[config.mk]
export PLATFORM = sky130hd
export DESIGN_NAME = srcg_queue
export DESIGN_NICKNAME = d
export VERILOG_FILES = /design/src/hw/rtl/srcg_queue.sv
export SDC_FILE = /design/constraint.sdc
export NUM_CORES = 1
export LEC_CHECK = 0
export BUFFER_PORTS_ARGS = -buffer_cell sky130_fd_sc_hd__clkbuf_2
export CAP_MARGIN = 20
export CELL_PAD_IN_SITES_DETAIL_PLACEMENT = 2
export CELL_PAD_IN_SITES_GLOBAL_PLACEMENT = 2
export CORE_MARGIN = 4
export CORE_UTILIZATION = 48
export DETAILED_ROUTE_END_ITERATION = 7
export PLACE_DENSITY = 0.92
export SLEW_MARGIN = 5
export SYNTH_ARGS = -nofsm -noshare
export SYNTH_HDL_FRONTEND = slang
export SYNTH_SLANG_ARGS = --single-unit
[constraint.sdc]
create_clock -name clk -period 5.1 [get_ports clk]
set_clock_uncertainty 0.15 [all_clocks]
set_input_delay 0.255 -clock clk [delete_from_list [all_inputs] [get_ports clk]]
set_output_delay 0.255 -clock clk [all_outputs]
set_load 0.01 [all_outputs]
[src/hw/rtl/srcg_queue.sv]
// Short word queue between the front and the back of the generator.
// Generic register queue; depends on nothing else.
`timescale 1ns / 1ps
`default_nettype none

module srcg_queue #(
  parameter int W = 32
) (
  input  wire logic         clk,
  input  wire logic         rst_n,
  input  wire logic         push,
  input  wire logic [W-1:0] wdata,
  output logic              full,
  input  wire logic         pop,
  output logic [W-1:0]      rdata,
  output logic              not_empty
);

  localparam int DEPTH = 4;
  localparam int PW    = $clog2(DEPTH);

  logic [W-1:0]  slot_r [DEPTH];
  logic [PW-1:0] wr_ptr_r, rd_ptr_r;
  logic [PW:0]   count_r, count_nxt;
  logic          do_push, do_pop;

  assign full      = (count_r == (PW + 1)'(DEPTH));
  assign not_empty = (count_r != '0);
  assign do_push   = push && !full;
  assign do_pop    = pop && not_empty;
  assign rdata     = slot_r[rd_ptr_r];

  always_comb begin
    count_nxt = count_r;
    if (do_push && !do_pop) begin
      count_nxt = count_r + 1'b1;
    end else if (do_pop && !do_push) begin
      count_nxt = count_r - 1'b1;
    end
  end

  // Advance pointers and fill count
  always_ff @(posedge clk) begin
    if (!rst_n) begin
      wr_ptr_r <= '0;
      rd_ptr_r <= '0;
      count_r  <= '0;
    end else begin
      count_r <= count_nxt;
      if (do_push) wr_ptr_r <= wr_ptr_r + 1'b1;
      if (do_pop)  rd_ptr_r <= rd_ptr_r + 1'b1;
    end
  end

  // Store words
  always_ff @(posedge clk) begin
    if (do_push) begin
      slot_r[wr_ptr_r] <= wdata;
    end
  end

endmodule

`default_nettype wire

==> flow_metrics.env, run 1 <==
export IMPL_syn_avg_cell_area_um2=23.9
export IMPL_synth_area_top_cells="edfxtp_1, mux4_2, dfxtp_1"
export IMPL_synthesis_nets=257
export IMPL_io_buffers=69
export IMPL_synth_top_flop_cell="edfxtp_1"
export IMPL_syn_cell_area_um2=5150
export IMPL_synthTopCellsByCount="edfxtp_1, mux4_2, dfxtp_1, and2_1, ha_1"
export IMPL_netlist_instances=215
export IMPL_gp_congestion=0.704
export IMPL_rows=37
export IMPL_ys_async_sr_fraction_pct=0
export IMPL_boundaryPins=70
export IMPL_synth_most_common_cell="edfxtp_1"
export IMPL_synth_top_area_cell="edfxtp_1"
export IMPL_run_status="stopped before the end"
export IMPL_yosys_warnings=0
export IMPL_ys_seq_area_share_pct=78.2
export IMPL_lastStage="3_5_place_dp"
export IMPL_place_hpwl_um=7170
export IMPL_synth_edff_count=128
export IMPL_dieHeight_um=112
export IMPL_synthDistinctLibCells=23
export IMPL_initial_utilization_pct=49.7
export IMPL_synth_seq_cells=137
export IMPL_fp_dieW_um=112
export IMPL_first_error="[ERROR DPL-0033] detailed placement checks failed during check placement."
export IMPL_synth_top_area_share_pct=74.7
## stage by stage
step	instance area, um^2	setup slack [ps]	std cells	hold slack, ps
3_3_place_gp	5580	2650	412	319
2_1_floorplan	5150	2890	215	204
## kinds of logic after synthesis
group                      count (synthesis)  synth area share (%)
and+or+nand+nor                           17                  1.99
xor gates and xnor gates                   4                 0.681
adders and majority gates                  6                  1.60
buffers and inverters                     12                  2.19
DFF                                      137                  78.2
muxes                                     35                  14.7
AOI/OAI and AO/OA                          4                 0.656
==> inputs of run 2 (changes only) <==
--- a/config.mk
+++ b/config.mk
@@ -7,12 +7,10 @@
 export LEC_CHECK = 0
 export BUFFER_PORTS_ARGS = -buffer_cell sky130_fd_sc_hd__clkbuf_2
 export CAP_MARGIN = 20
-export CELL_PAD_IN_SITES_DETAIL_PLACEMENT = 2
-export CELL_PAD_IN_SITES_GLOBAL_PLACEMENT = 2
 export CORE_MARGIN = 4
-export CORE_UTILIZATION = 48
+export CORE_UTILIZATION = 35
 export DETAILED_ROUTE_END_ITERATION = 7
-export PLACE_DENSITY = 0.92
+export PLACE_DENSITY_LB_ADDON = 0.15
 export SLEW_MARGIN = 5
 export SYNTH_ARGS = -nofsm -noshare
 export SYNTH_HDL_FRONTEND = slang
==> run 2 against run 1 <==
The flow now finishes without violations. Synthesized cell count did not move. Synthesized area unchanged.
==> flow_metrics.env, run 2 <==
export IMPL_cts_setup_buffers=0
export IMPL_run_status="completed"
export IMPL_critPathMaxFanout=26
export IMPL_largest_reg_flops=128
export IMPL_wl_per_cell_um=17.5
export IMPL_yosys_warnings=0
export IMPL_firstDrtPassIters=4
export IMPL_slew_violations=0
export IMPL_synthesis_nets=257
export IMPL_top_register="slot_r"
export IMPL_p_per_area_nw_per_um2=494
export IMPL_clk_latency_ps=410
export IMPL_synth_top_area_share_pct=74.7
export IMPL_fin_nets=369
export IMPL_ys_async_sr_fraction_pct=0
export IMPL_multiInputGateArea_um2=1020
export IMPL_cts_max_level=4
export IMPL_finalPower_uw=3200
export IMPL_cp_endpoint="rdata[27]"
export IMPL_rsz0062_at_grt="no"
export IMPL_min_path_type="primary input to flip-flop"
export IMPL_overflow=0
export IMPL_top_regs="slot_r x128, count_r x3"
export IMPL_synth_edff_count=128
export IMPL_gp_congestion=0.665
export IMPL_hold_viol_final=0
export IMPL_core_area_um2=14500
export IMPL_clk_pin_slew_worst_paths_ps=60
export IMPL_numClockSinks=137
export IMPL_path_class="flip-flop to output pin"
export IMPL_track_usage_pct=12.1
export IMPL_setup_tns_final_ps=0
export IMPL_ff_latch_area_um2=4030
export IMPL_vias=2439
export IMPL_netlist_instances=215
export IMPL_setup_viol=0
export IMPL_syn_avg_cell_area_um2=23.9
export IMPL_dieArea_um2=16700
export IMPL_rr_worst_depth=8
export IMPL_boundaryPins=70
export IMPL_finalCritPeriodShare_pct=51.5
export IMPL_area_growth_pct=25.8
export IMPL_cts_tree="done"
export IMPL_fillers=1256
export IMPL_drv_cap=0
export IMPL_crit_required_ps=4700
export IMPL_arrival_ps=2220
export IMPL_worstMarginPinSlew_ps=935
export IMPL_leakagePower_uw=0.00224
export IMPL_r2r_start="count_r[0]"
export IMPL_route_detailed_drc=0
export IMPL_rows=44
export IMPL_final_cell_mix="edfxtp_1, clkbuf_2, dlygate4sd3_1, mux4_2, clkbuf_16"
export IMPL_fp_dieW_um=129
export IMPL_synth_seq_cells=137
export IMPL_synth_top_flop_cell="edfxtp_1"
export IMPL_drt_vias_per_instance=4.65
export IMPL_place_hpwl_um=5260
export IMPL_grt_pass1_vias=2654
export IMPL_grt_max_degree=33
export IMPL_io_buffers=69
export IMPL_grt_pass1_wl_um=14500
export IMPL_max_slew_margin_pct=37.7
export IMPL_r2r_end="count_r[2]"
export IMPL_antenna_found_initial=0
export IMPL_syn_cell_area_um2=5150
export IMPL_synth_area_top_cells="edfxtp_1, mux4_2, dfxtp_1"
export IMPL_root_buffer="clkbuf_16"
export IMPL_dieHeight_um=129
export IMPL_synthDistinctLibCells=23
export IMPL_layout_drive_gt1_share_pct=38.8
export IMPL_antenna_left=0
export IMPL_antenna_cells=0
export IMPL_drtIter0Drc=130
export IMPL_fin_crit_ps=2630
export IMPL_synth_top_area_cell="edfxtp_1"
export IMPL_worstSetupStartpointType="flip-flop"
export IMPL_endpoint_kind="output pin"
export IMPL_cts_made_buffers=17
export IMPL_layout_commonest_cell="edfxtp_1"
export IMPL_clockBufferDepth=2
export IMPL_synthTopCellsByCount="edfxtp_1, mux4_2, dfxtp_1, and2_1, ha_1"
export IMPL_vdd_drop_max_v=0.000260
export IMPL_r2r_setup_slack_ps=2600
export IMPL_ys_seq_area_share_pct=78.2
export IMPL_synth_most_common_cell="edfxtp_1"
export IMPL_routed_wl_um=9150
export IMPL_initial_utilization_pct=35.6
export IMPL_fmax_mhz=381
## run 2: cell counts after synthesis
No cell type changed its count.
## run 2: how the worst min path moves through the flow
stage	start	to	slack [ps]	cells after the start
detailed placement	wdata[6]	slot_r[0][6]	330	1
global placement	wdata[6]	slot_r[3][6]	320	1
floorplan	wdata[0]	slot_r[0][0]	200	0
CTS	rst_n	count_r[2]	40	2
global route	rst_n	count_r[2]	50	2
finish	rst_n	flip-flop	50	2
## run 2: per-layer routing
layer	vias up	GRT usage, %	part of all wire [%]
met2	58	18.7	49
met1	1249	15.4	45
met4	0	5.19	1.5
met3	13	4.58	4.5
li1	1119	-	-
met5	-	0	0
## run 2: power by group
part	total (uW)	internal [uW]	switching, uW
clock	1070	651	415
sequential	1450	1370	74.2
combinational	685	349	335
total	3200	2370	825
## run 2: kinds of logic after synthesis
family          Yosys count  synth area share, %
compound gates            4                0.656
flops                   137                 78.2
buf+inv                  12                 2.19
mux                      35                 14.7
xor+xnor                  4                0.681
fa+ha+maj                 6                 1.60
simple gates             17                 1.99
## run 2: cell type report
class / count / area share (%)
sequential: 137 / 62.2
multi-input combinational: 66 / 15.7
timing repair buffer: 102 / 10.4
clock buffer: 18 / 6.63
tap: 184 / 3.55
clock inverter: 14 / 1.37
inverter: 3 / 0.174
## run 2: repair_timing
| item | CTS | global route |
|---|---|---|
| gates resized for setup | 0 | 0 |
| hold buffers | 32 | 0 |
| endpoints found under the setup margin | 0 | 0 |
| hold endpoints to repair | 128 | 0 |
## run 2: worst max-delay path, cell delays in order (launching register included)
cell	delay, ps
dfxtp_2	470
buf_4	520
mux4_1	650
clkbuf_2	150
## run 2: metrics by stage
step	area, um^2	setup slack (ps)	utilization [%]	std cells	hold WS (ps)
after floorplan	5150	2890	-	215	204
after global placement	5640	2650	38.9	460	325
after detailed placement	5640	2580	38.9	460	327
after CTS	6480	2360	44.7	524	39.7
after global routing	6480	2290	44.7	524	54.9
final	6480	2470	44.7	524	50.6
Power figures use the tool's default switching activity.
