<file path="config.mk">
export PLATFORM = sky130hd
export DESIGN_NAME = srcg_front
export DESIGN_NICKNAME = d
export VERILOG_FILES = /design/src/hw/rtl/srcg_pkg.sv /design/src/hw/rtl/srcg_front.sv
export SDC_FILE = /design/constraint.sdc
export NUM_CORES = 1
export LEC_CHECK = 0
export CORE_MARGIN = 10
export CORE_UTILIZATION = 45
export CTS_CLUSTER_SIZE = 12
export DETAILED_ROUTE_END_ITERATION = 7
export DONT_BUFFER_PORTS = 1
export PLACE_DENSITY = 0.65
export SETUP_SLACK_MARGIN = 0.1
export SLEW_MARGIN = 20
export SYNTH_ARGS = -nofsm -noshare
export SYNTH_HDL_FRONTEND = slang
export SYNTH_SLANG_ARGS = --single-unit
</file>
<file path="constraint.sdc">
create_clock -name clk -period 10.7 [get_ports clk]
set_input_delay 1.07 -clock clk [delete_from_list [all_inputs] [get_ports clk]]
set_output_delay 1.07 -clock clk [all_outputs]
set_load 0.01 [all_outputs]
</file>
<file path="src/hw/rtl/srcg_pkg.sv">
// Shared types and constants for the stereogram row-copy generator.
// Depends on nothing; the front, back and top files take names from here by scope.
`timescale 1ns / 1ps
`default_nettype none

package srcg_pkg;

  // Configuration register indexes
  localparam logic [3:0] CFG_IMAGE_WIDTH  = 4'd0;
  localparam logic [3:0] CFG_IMAGE_HEIGHT = 4'd1;
  localparam logic [3:0] CFG_SEED_WIDTH   = 4'd2;
  localparam logic [3:0] CFG_SHIFT_LIMIT  = 4'd3;

  // Register reset values
  localparam logic [11:0] RST_IMAGE_WIDTH  = 12'd1024;
  localparam logic [11:0] RST_IMAGE_HEIGHT = 12'd768;
  localparam logic [11:0] RST_SEED_WIDTH   = 12'd80;
  localparam logic [7:0]  RST_SHIFT_LIMIT  = 8'd48;

  // Division by 255: floor(x * 2^22 / 255) underestimates by at most one
  localparam int unsigned RECIP_255   = 16448;
  localparam int unsigned RECIP_SHIFT = 22;

  // Rounding offset: (2p + 255) / 510 equals (p + 127) / 255
  localparam logic [16:0] ROUND_OFS = 17'd127;

  // Per-pixel control word carried from front to back
  typedef struct packed {
    logic copy;       // take the pixel from the row buffer
    logic fwd;        // source is the pixel just before this one
    logic row_end;
    logic frame_end;
  } ctl_t;

endpackage

`default_nettype wire

</file>
<file path="src/hw/rtl/srcg_front.sv">
// Front end: accepts pixels, keeps the raster position and works out the copy source.
// Depends on srcg_pkg for the control word and the reciprocal constants.
`timescale 1ns / 1ps
`default_nettype none

module srcg_front #(
  parameter int MAX_WIDTH = 2048,
  localparam int CW = $clog2(MAX_WIDTH)
) (
  input  wire logic             clk,
  input  wire logic             rst_n,
  input  wire logic             in_valid,
  output logic                  in_stall,
  input  wire logic [7:0]       in_depth,
  input  wire logic [23:0]      in_tex,
  input  wire logic [11:0]      cfg_image_width,
  input  wire logic [11:0]      cfg_image_height,
  input  wire logic [11:0]      cfg_seed_width,
  input  wire logic [7:0]       cfg_shift_limit,
  input  wire logic             q_full,
  output logic                  q_push,
  output logic [CW-1:0]         q_col,
  output logic [CW-1:0]         q_src,
  output srcg_pkg::ctl_t        q_ctl,
  output logic [23:0]           q_tex
);

  logic          adv;
  logic          accept;
  logic [12:0]   width_eff;
  logic [12:0]   height_eff;
  logic [12:0]   col_inc;
  logic [12:0]   row_inc;
  logic          row_end;
  logic          frame_end;
  logic [7:0]    far;

  logic [CW-1:0] col_r, col_nxt;
  logic [11:0]   row_r, row_nxt;

  logic          s1_v_r, s2_v_r, s3_v_r;
  logic [CW-1:0] s1_col_r, s2_col_r, s3_col_r;
  logic [23:0]   s1_tex_r, s2_tex_r, s3_tex_r;
  srcg_pkg::ctl_t s1_ctl_r, s2_ctl_r, s3_ctl_r;
  logic [15:0]   s1_p_r;
  logic [16:0]   s2_x_r;
  logic [7:0]    s2_q0_r;
  logic [7:0]    s3_q_r;

  logic [16:0]   x;
  logic [31:0]   prod;
  logic [15:0]   m255;
  logic [16:0]   rem;
  logic [7:0]    q_fix;
  logic [12:0]   back;
  logic [12:0]   col_ext;

  // Advance the whole front while its last stage can drain
  assign adv      = !s3_v_r || !q_full;
  assign in_stall = !adv;
  assign accept   = in_valid && adv;
  assign q_push   = s3_v_r && !q_full;

  // Clamp the frame width to what the row buffer holds, and a zero width or height to one
  always_comb begin
    if (cfg_image_width == 12'd0) begin
      width_eff = 13'd1;
    end else if ({1'b0, cfg_image_width} > 13'(MAX_WIDTH)) begin
      width_eff = 13'(MAX_WIDTH);
    end else begin
      width_eff = {1'b0, cfg_image_width};
    end
    height_eff = (cfg_image_height == 12'd0) ? 13'd1 : {1'b0, cfg_image_height};
  end

  // Step the raster position
  always_comb begin
    col_inc   = 13'(col_r) + 13'd1;
    row_inc   = {1'b0, row_r} + 13'd1;
    row_end   = col_inc >= width_eff;
    frame_end = row_end && (row_inc >= height_eff);
    col_nxt   = col_r;
    row_nxt   = row_r;
    if (accept) begin
      if (row_end) begin
        col_nxt = '0;
        row_nxt = frame_end ? 12'd0 : row_inc[11:0];
      end else begin
        col_nxt = CW'(col_inc);
      end
    end
  end

  assign far = 8'd255 - in_depth;

  // Divide by 255 through the reciprocal, then correct by one step
  always_comb begin
    x     = {1'b0, s1_p_r} + srcg_pkg::ROUND_OFS;
    prod  = 32'(x) * 32'(srcg_pkg::RECIP_255);
    m255  = {s2_q0_r, 8'd0} - {8'd0, s2_q0_r};
    rem   = s2_x_r - {1'b0, m255};
    q_fix = s2_q0_r + 8'(rem >= 17'd255);
  end

  // Work out the copy source at the queue boundary
  always_comb begin
    back         = {1'b0, cfg_seed_width} + {5'd0, s3_q_r};
    col_ext      = 13'(s3_col_r);
    q_col        = s3_col_r;
    q_src        = CW'(col_ext - back);
    q_tex        = s3_tex_r;
    q_ctl        = s3_ctl_r;
    q_ctl.copy   = (back != 13'd0) && (back <= col_ext);
    q_ctl.fwd    = (back == 13'd1);
  end

  // Hold position counters and stage valids
  always_ff @(posedge clk) begin
    if (!rst_n) begin
      col_r  <= '0;
      row_r  <= '0;
      s1_v_r <= 1'b0;
      s2_v_r <= 1'b0;
      s3_v_r <= 1'b0;
    end else begin
      col_r <= col_nxt;
      row_r <= row_nxt;
      if (adv) begin
        s1_v_r <= accept;
        s2_v_r <= s1_v_r;
        s3_v_r <= s2_v_r;
      end
    end
  end

  // Advance stage payloads
  always_ff @(posedge clk) begin
    if (adv) begin
      s1_col_r           <= col_r;
      s1_tex_r           <= in_tex;
      s1_ctl_r.copy      <= 1'b0;
      s1_ctl_r.fwd       <= 1'b0;
      s1_ctl_r.row_end   <= row_end;
      s1_ctl_r.frame_end <= frame_end;
      s1_p_r             <= 16'(far) * 16'(cfg_shift_limit);

      s2_col_r <= s1_col_r;
      s2_tex_r <= s1_tex_r;
      s2_ctl_r <= s1_ctl_r;
      s2_x_r   <= x;
      s2_q0_r  <= prod[srcg_pkg::RECIP_SHIFT +: 8];

      s3_col_r <= s2_col_r;
      s3_tex_r <= s2_tex_r;
      s3_ctl_r <= s2_ctl_r;
      s3_q_r   <= q_fix;
    end
  end

endmodule

`default_nettype wire

</file>
# --- Word-level counts from Yosys, hierarchy flattened ---
# Index checks and enable logic that the tools add are counted.
totals:
  ff_bits: 186
  inputBits: 80
  out_inout_bits: 52
  elab_cells: 55
classes:
  addsub: 9
  multipliers: 2
  order_cmp: 5
  n_eq_ne: 1
  muxes: 5
  n_reduce_logical: 12
op_table:
  columns: ["operator", "n"]
  rows:
  - ["two-way mux 12 bit", 4]
  - ["logical NOT 12 bit", 2]
  - ["multiplier 17 x 9 -> 24 bit, second input constant", 1]
  - ["adder 16 x 7 -> 17 bit, second input constant", 1]
  - ["greater-or-equal comparator 17 x 8 -> 1 bit, second input constant", 1]
  - ["subtractor 17 x 16 -> 17 bit", 1]
  - ["multiplier 8 x 8 -> 16 bit", 1]
  - ["subtractor 16 x 8 -> 16 bit", 1]
  - ["adder 12 x 1 -> 13 bit, second input constant", 1]
  - ["adder 12 x 8 -> 13 bit", 1]
  - ["equality test 13 x 1 -> 1 bit, second input constant", 1]
  - ["greater-or-equal comparator 12 x 13 -> 1 bit", 1]
  - ["greater-or-equal comparator 13 x 12 -> 1 bit", 1]
  - ["less-or-equal comparator 13 x 11 -> 1 bit", 1]
  - ["nonzero test 13 bit", 1]
  - ["adder 11 x 1 -> 12 bit, second input constant", 1]
  - ["greater-than comparator 12 bit, second input constant", 1]
  - ["two-way mux 11 bit", 1]
  - ["subtractor 11 bit", 1]
  - ["adder 8 x 1 -> 8 bit", 1]
  - ["subtractor 8 bit, first input constant", 1]
  - ["logical AND 1 bit", 4]
  - ["logical NOT 1 bit", 3]
  - ["AND reduction 2 bit", 1]
  - ["logical OR 1 bit", 1]

# --- Logic depth before layout (Yosys ltp) ---
# Gate-level depths: netlist of run 1.
depth:
  ltp_word: 6
  depth_mapped: 19

# --- Worst setup path after synthesis of run 1 ---
# No wires, ideal clock.
synth_timing:
  kind: "input to output"
  from: "input port q_full"
  to: "output port in_stall"
  arrival_time_ps: 5149
  setup_slack_ps: 4481
  cell_stages: 2
  cell_sequence: "nand2_1 > inv_1"
synth_via:
  elab_chain_len: 3
synth_lines:
  columns: ["item", "line_no", "source"]
  rows:
  - ["start, declared", "srcg_front.sv:20", "input wire logic q_full,"]
  - ["logical NOT 1 bit", "srcg_front.sv:59", "assign adv = !s3_v_r || !q_full;"]
  - ["logical OR 1 bit", "srcg_front.sv:59", null]
  - ["logical NOT 1 bit", "srcg_front.sv:60", "assign in_stall = !adv;"]
  - ["end, declared", "srcg_front.sv:13", "output logic in_stall,"]
# Every way passes these cells.

# --- Final worst setup path of run 1 ---
layout_timing:
  from: "input port cfg_seed_width[0]"
  to: "output port q_src[10]"
layout_via:
  elab_chain_len: 2
layout_lines:
  columns: ["item", "line_no", "source"]
  rows:
  - ["start, declared", "srcg_front.sv:18", "input wire logic [11:0] cfg_seed_width,"]
  - ["adder 12 x 8 -> 13 bit", "srcg_front.sv:107", "back = {1'b0, cfg_seed_width} + {5'd0, s3_q_r};"]
  - ["subtractor 11 bit", "srcg_front.sv:110", "q_src = CW'(col_ext - back);"]
  - ["end, declared", "srcg_front.sv:23", "output logic [CW-1:0] q_src,"]
# Every way passes these cells.

==> results of run 1 <==
[registers in the layout, indices dropped and copies added, names as in the netlist, 12 cells and up]
register and cells:
row_r 12, q_tex 24, s2_x_r 17, s1_p_r 16, s2_tex_r 24, s1_tex_r 24
[report_power, final]
part	internal, uW	leakage, uW	switching (uW)
clock network	319	0.000297	307
registers	951	0.00196	105
logic	706	0.00364	957
[synthesized netlist by cell type (all sizes together) (34+ instances only)]
master and number:
edfxtp 160, ha 136, inv 118, nand2 71, nor2 69, nor2b 49, xnor2 44, a21oi 42
fa 39, xor2 39, nand3 36, o21ai 34
[cell families after synthesis]
| family | after synthesis | synth area share |
|---|---|---|
| and+or+nand+nor | 355 | 0.150 |
| AOI/OAI and AO/OA | 186 | 0.103 |
| DFF | 186 | 0.431 |
| adders and majority gates | 175 | 0.201 |
| buffers and inverters | 142 | 0.0433 |
| xor gates and xnor gates | 83 | 0.0589 |
| muxes | 15 | 0.0124 |
[layer usage]
layer | up-vias | global-route usage
met5 | - | 0
met4 | 0 | 0.0371
met3 | 25 | 0.0351
met2 | 140 | 0.236
met1 | 3770 | 0.173
li1 | 4045 | -
[layout make-up]
| cell class | instances | area (um^2) |
|---|---|---|
| inverter | 118 | 443 |
| timing repair buffer | 2 | 15.0 |
| sequential | 186 | 5330 |
| clock buffer | 17 | 425 |
| fill | 2380 | 13600 |
| multi-input combinational | 814 | 6490 |
| clock inverter | 15 | 191 |
| tap | 341 | 427 |
[metrics by stage]
step,utilization,setup WS (ns),cell area [um^2],instances,total power [uW]
2_1_floorplan,-,4.48,12300,1142,2380
3_3_place_gp,0.471,5.47,12700,1461,2700
3_5_place_dp,0.471,5.39,12700,1461,2730
4_1_cts,0.494,5.38,13300,1493,3370
5_1_grt,0.494,5.17,13300,1493,3640
6_report,0.494,5.36,13300,1493,3350
[worst max-delay path, stage by stage]
cell and delay [ns]:
ha_1 0.21, fa_1 0.43, a211oi_1 0.27, nor2_1 0.09, o31ai_1 0.35, a21boi_0 0.40, ha_1 0.36, nand2_1 0.10
o21ai_0 0.16, or4b_2 0.67, nand3_1 0.16
[worst min path at each step]
stage / slack (ns) / cells after the start / to
after detailed placement: 0.40 / 0 / q_col[5]$_DFFE_PN_
final: 0.41 / 0 / q_tex[12]$_DFFE_PN_
after CTS: 0.41 / 0 / q_tex[12]$_DFFE_PN_
after floorplan: 0.40 / 0 / q_col[0]$_DFFE_PN_
after global routing: 0.41 / 0 / q_ctl[0]$_DFFE_PN_
after global placement: 0.40 / 0 / s2_tex_r[22]$_DFFE_PN_
==> impl_metrics.env, run 1 <==
export IMPL_synthCells=1142
export IMPL_antenna_cells=0
export IMPL_relSlewSlack=0.358
export IMPL_final_common_cell="edfxtp_1"
export IMPL_crit_arrival_ns=4.27
export IMPL_holdBufCountCts=0
export IMPL_max_cap_viol_count=0
export IMPL_crit_start="cfg_seed_width[0]"
export IMPL_p_per_area_mw_per_mm2=251
export IMPL_grt_setup_unrepaired="no"
export IMPL_fmax_mhz=187
export IMPL_met3RoutedLength_mm=1.35
export IMPL_rr_endpoint="s3_q_r[7]$_DFFE_PN_"
export IMPL_crit_path_end="q_src[10]"
export IMPL_antenna_found_initial=0
export IMPL_yosysTopAreaCellShare=0.389
export IMPL_die_y_um=186
export IMPL_postSynthAreaPerCell_um2=10.8
export IMPL_grt_pass1_vias=7912
export IMPL_rr_worst_depth=16
export IMPL_routed_wl_mm=23.6
export IMPL_hold_viol_final=0
export IMPL_period_share=0.499
export IMPL_finalSetupViolCount=0
export IMPL_ios=132
export IMPL_via_per_inst=5.34
export IMPL_htree_levels=4
export IMPL_cts_sinks=186
export IMPL_netlist_area_mm2=0.0123
export IMPL_status="finished, final reports clean"
export IMPL_numCtsBuffers=17
export IMPL_grt_max_degree=82
export IMPL_p_leak_uw=0.00590
export IMPL_wl_met1_mm=10.9
export IMPL_routedWlPerCell_um=15.8
export IMPL_hold_ws_ns=0.409
export IMPL_layout_nets=1394
export IMPL_clk_pin_slew_ns=0.09
export IMPL_root_buffer="clkbuf_16"
export IMPL_core_mm2=0.0270
export IMPL_holdCritPathClass="flip-flop to flip-flop"
export IMPL_synth_edff_count=160
export IMPL_drtIter0Drc=413
export IMPL_drcViolationCount=0
export IMPL_clock_path_buffers=2
export IMPL_cts_resized=0
export IMPL_clk_latency_ns=0.44
export IMPL_synth_area_leaders="edfxtp_1 (39%), ha_1 (14%), fa_1 (6.3%)"
export IMPL_ys_warn_count=0
export IMPL_finClkSkew_ns=0.0212
export IMPL_synthesis_nets=1397
export IMPL_worstPathRequired_ns=9.63
export IMPL_synth_seq_cells=186
export IMPL_highest_layer="met4"
export IMPL_place_hpwl_mm=18.6
export IMPL_cts_tree="built"
export IMPL_regToRegSetupSlack_ns=5.73
export IMPL_seq_area_frac_synth=0.431
export IMPL_fp_dieArea_mm2=0.0345
export IMPL_critPathLaunchType="input port"
export IMPL_die_w_um=186
export IMPL_wl_met2_mm=11.1
export IMPL_min_delay_start="s2_tex_r[12]$_DFFE_PN_"
export IMPL_post_route_min_period_ns=5.34
export IMPL_drv_slew=0
export IMPL_layout_common_cells="edfxtp_1 (160), ha_1 (136), inv_1 (118)"
export IMPL_via_count=7980
export IMPL_dr_pass1_iters=5
export IMPL_crit_fanout=4
export IMPL_worstSetupPathType="input port to output pin"
export IMPL_r2r_start="s2_q0_r[3]$_DFFE_PN_"
export IMPL_ys_async_sr_fraction=0
export IMPL_synth_top_flop_cell="edfxtp_1"
export IMPL_io_buffers=0
export IMPL_cts_setup_buffers=0
export IMPL_overflow=0
export IMPL_worst_pin_slew_ns=0.964
export IMPL_ir_drop_uv=100
export IMPL_grt_usage=0.139
export IMPL_end_kind="output pin"
export IMPL_grt_pass1_wl_mm=39.0
export IMPL_drive_gt1_frac=0.0460
export IMPL_area_delta_synth_final_pct=7.90
export IMPL_globalplace_congestion=0.880
export IMPL_initial_core_util=0.458
export IMPL_yosysTopAreaCell="edfxtp_1"
export IMPL_antenna_left=0
export IMPL_fp_row_count=60
export IMPL_setup_tns_ns=0
export IMPL_synth_cell_type_count=67
(Power assumes the default switching activity.)
==> run 2: changes to the inputs <==
PLACE_DENSITY = 0.67   (was 0.65)
clock period = 4.47 ns   (was 10.7 ns; I/O delays follow)
==> run 2 against run 1 <==
Setup slack worse by 5.1 ns. Utilization rose by 1.9 points. Wire length increased by 6.3%. Register-to-register slack got worse by 5.5 ns. Critical path type is now flip-flop to output pin. Sequential share of layout area is 1.5 points lower. Design area increased by 3.9%. Largest cell class unchanged.
==> impl_metrics.env, run 2 (synthesis gave the netlist of run 1 again) <==
export IMPL_ir_drop_uv=299
export IMPL_routed_wl_mm=25.1
export IMPL_final_util=0.513
export IMPL_place_hpwl_mm=19.1
export IMPL_p_per_area_mw_per_mm2=619
export IMPL_globalplace_congestion=0.852
export IMPL_status="finished, final reports clean"
export IMPL_routedWlPerCell_um=16.4
export IMPL_clock_path_buffers=2
export IMPL_post_place_ws_ns=-0.0199
export IMPL_grt_pass1_vias=8232
export IMPL_via_per_inst=5.39
export IMPL_area_delta_synth_final_pct=12.1
export IMPL_crit_fanout=7
export IMPL_clk_pin_slew_ns=0.08
export IMPL_end_kind="output pin"
export IMPL_setup_slack_ns=0.214
export IMPL_finClkSkew_ns=0.0191
export IMPL_io_buffers=0
export IMPL_ios=132
export IMPL_grt_pass1_wl_mm=40.6
export IMPL_p_leak_uw=0.00611
export IMPL_post_route_min_period_ns=4.26
export IMPL_grt_setup_unrepaired="yes"
export IMPL_clk_latency_ns=0.44
export IMPL_final_common_cell="edfxtp_1"
export IMPL_hold_ws_ns=0.0952
export IMPL_drv_slew=0
export IMPL_hold_viol_final=0
export IMPL_antenna_found_initial=0
export IMPL_layout_common_cells="edfxtp_1 (160), ha_1 (126), inv_1 (118)"
export IMPL_antenna_left=0
export IMPL_htree_levels=4
export IMPL_holdCritPathClass="input port to flip-flop"
export IMPL_core_mm2=0.0270
export IMPL_drive_gt1_frac=0.110
export IMPL_antenna_cells=0
export IMPL_grt_max_degree=94
export IMPL_worstPathRequired_ns=4.02
export IMPL_period_share=0.952
export IMPL_dr_pass1_iters=6
export IMPL_drtIter0Drc=444
export IMPL_fp_dieArea_mm2=0.0345
export IMPL_fp_row_count=60
export IMPL_initial_core_util=0.458
export IMPL_worst_pin_slew_ns=0.865
export IMPL_finalSetupViolCount=0
export IMPL_root_buffer="clkbuf_16"
export IMPL_fmax_mhz=235
export IMPL_critPathLaunchType="flip-flop"
export IMPL_max_cap_viol_count=0
export IMPL_holdBufCountCts=0
export IMPL_drcViolationCount=0
export IMPL_cts_tree="built"
export IMPL_overflow=0
export IMPL_setup_tns_ns=0
export IMPL_layout_nets=1426
export IMPL_via_count=8216
export IMPL_numCtsBuffers=17
export IMPL_die_y_um=186
export IMPL_die_w_um=186
export IMPL_crit_arrival_ns=3.81
export IMPL_grt_usage=0.145
export IMPL_cts_sinks=186
export IMPL_relSlewSlack=0.423
export IMPL_worstSetupPathType="flip-flop to output pin"
[run 2: changes by cell type in the layout (fill, tap and decap cells not counted), moves of 3 or more]
cell	change
buf_4	+32
ha_1	-10
a211oi_1	-5
a211oi_2	+5
ha_2	+5
ha_4	+5
o21ai_0	-4
a21oi_1	-3
a21oi_2	+3
xnor2_1	-3
xnor2_2	+3
xor2_1	-3
xor2_2	+3
[run 2: through the flow]
| stage | area [um^2] | instances | power [uW] |
|---|---|---|---|
| floorplan | 12400 | 1142 | 5690 |
| global placement | 12900 | 1479 | 6590 |
| detailed placement | 12900 | 1479 | 6690 |
| CTS | 13500 | 1515 | 8320 |
| global route | 13800 | 1525 | 9300 |
| finish | 13800 | 1525 | 8570 |
[run 2: routing by layer]
metal,track usage,wire length [um],up-vias
met2,0.248,12300,157
met4,0.0351,335,0
met3,0.0368,1390,24
met5,0,0,-
li1,-,-,4118
met1,0.178,11100,3917
[run 2: timing repair]
item,CTS,global route
endpoints found under the setup margin,5,30
gates resized for setup,10,46
hold endpoints to repair,0,0
buffers inserted,4,10
pin swaps,5,15
[run 2: final timing paths]
check / start / to / slack (ns) / depth (start not counted)
hold reg to reg: s1_col_r[3]$_DFFE_PN_ / s2_col_r[3]$_DFFE_PN_ / 0.41 / 0
setup reg to reg: s2_q0_r[4]$_DFFE_PN_ / s3_q_r[7]$_DFFE_PN_ / 0.25 / 19
hold / removal: in_tex[13] / s1_tex_r[13]$_DFFE_PN_ / 0.1 / 0
setup / recovery: s3_q_r[0]$_DFFE_PN_ / q_src[9] / 0.21 / 13
[run 2: critical path, cell delays in order, from the launching register on]
cell	delay, ns
edfxtp_1	0.39
ha_2	0.21
fa_2	0.37
a211oi_2	0.24
nor2_1	0.10
o31ai_2	0.38
a21oi_2	0.15
xor2_2	0.32
inv_1	0.09
ha_2	0.22
or3_1	0.34
or3_1	0.30
o311ai_0	0.10
buf_4	0.19
[run 2: final cells by class]
class	instances	area (um^2)
repair buffers	34	255
multi-input cells	814	6770
inverters	118	443
fillers	2347	13100
flip-flops and latches	186	5330
well taps	341	427
clock buffers	17	425
clock inverters	15	195
[run 2: report_power, final]
group / switching [uW] / internal [uW] / leakage [uW] / total [uW]
registers: 215 / 2280 / 0.00196 / 2490
clock network: 749 / 766 / 0.000300 / 1510
logic: 2510 / 2060 / 0.00385 / 4560
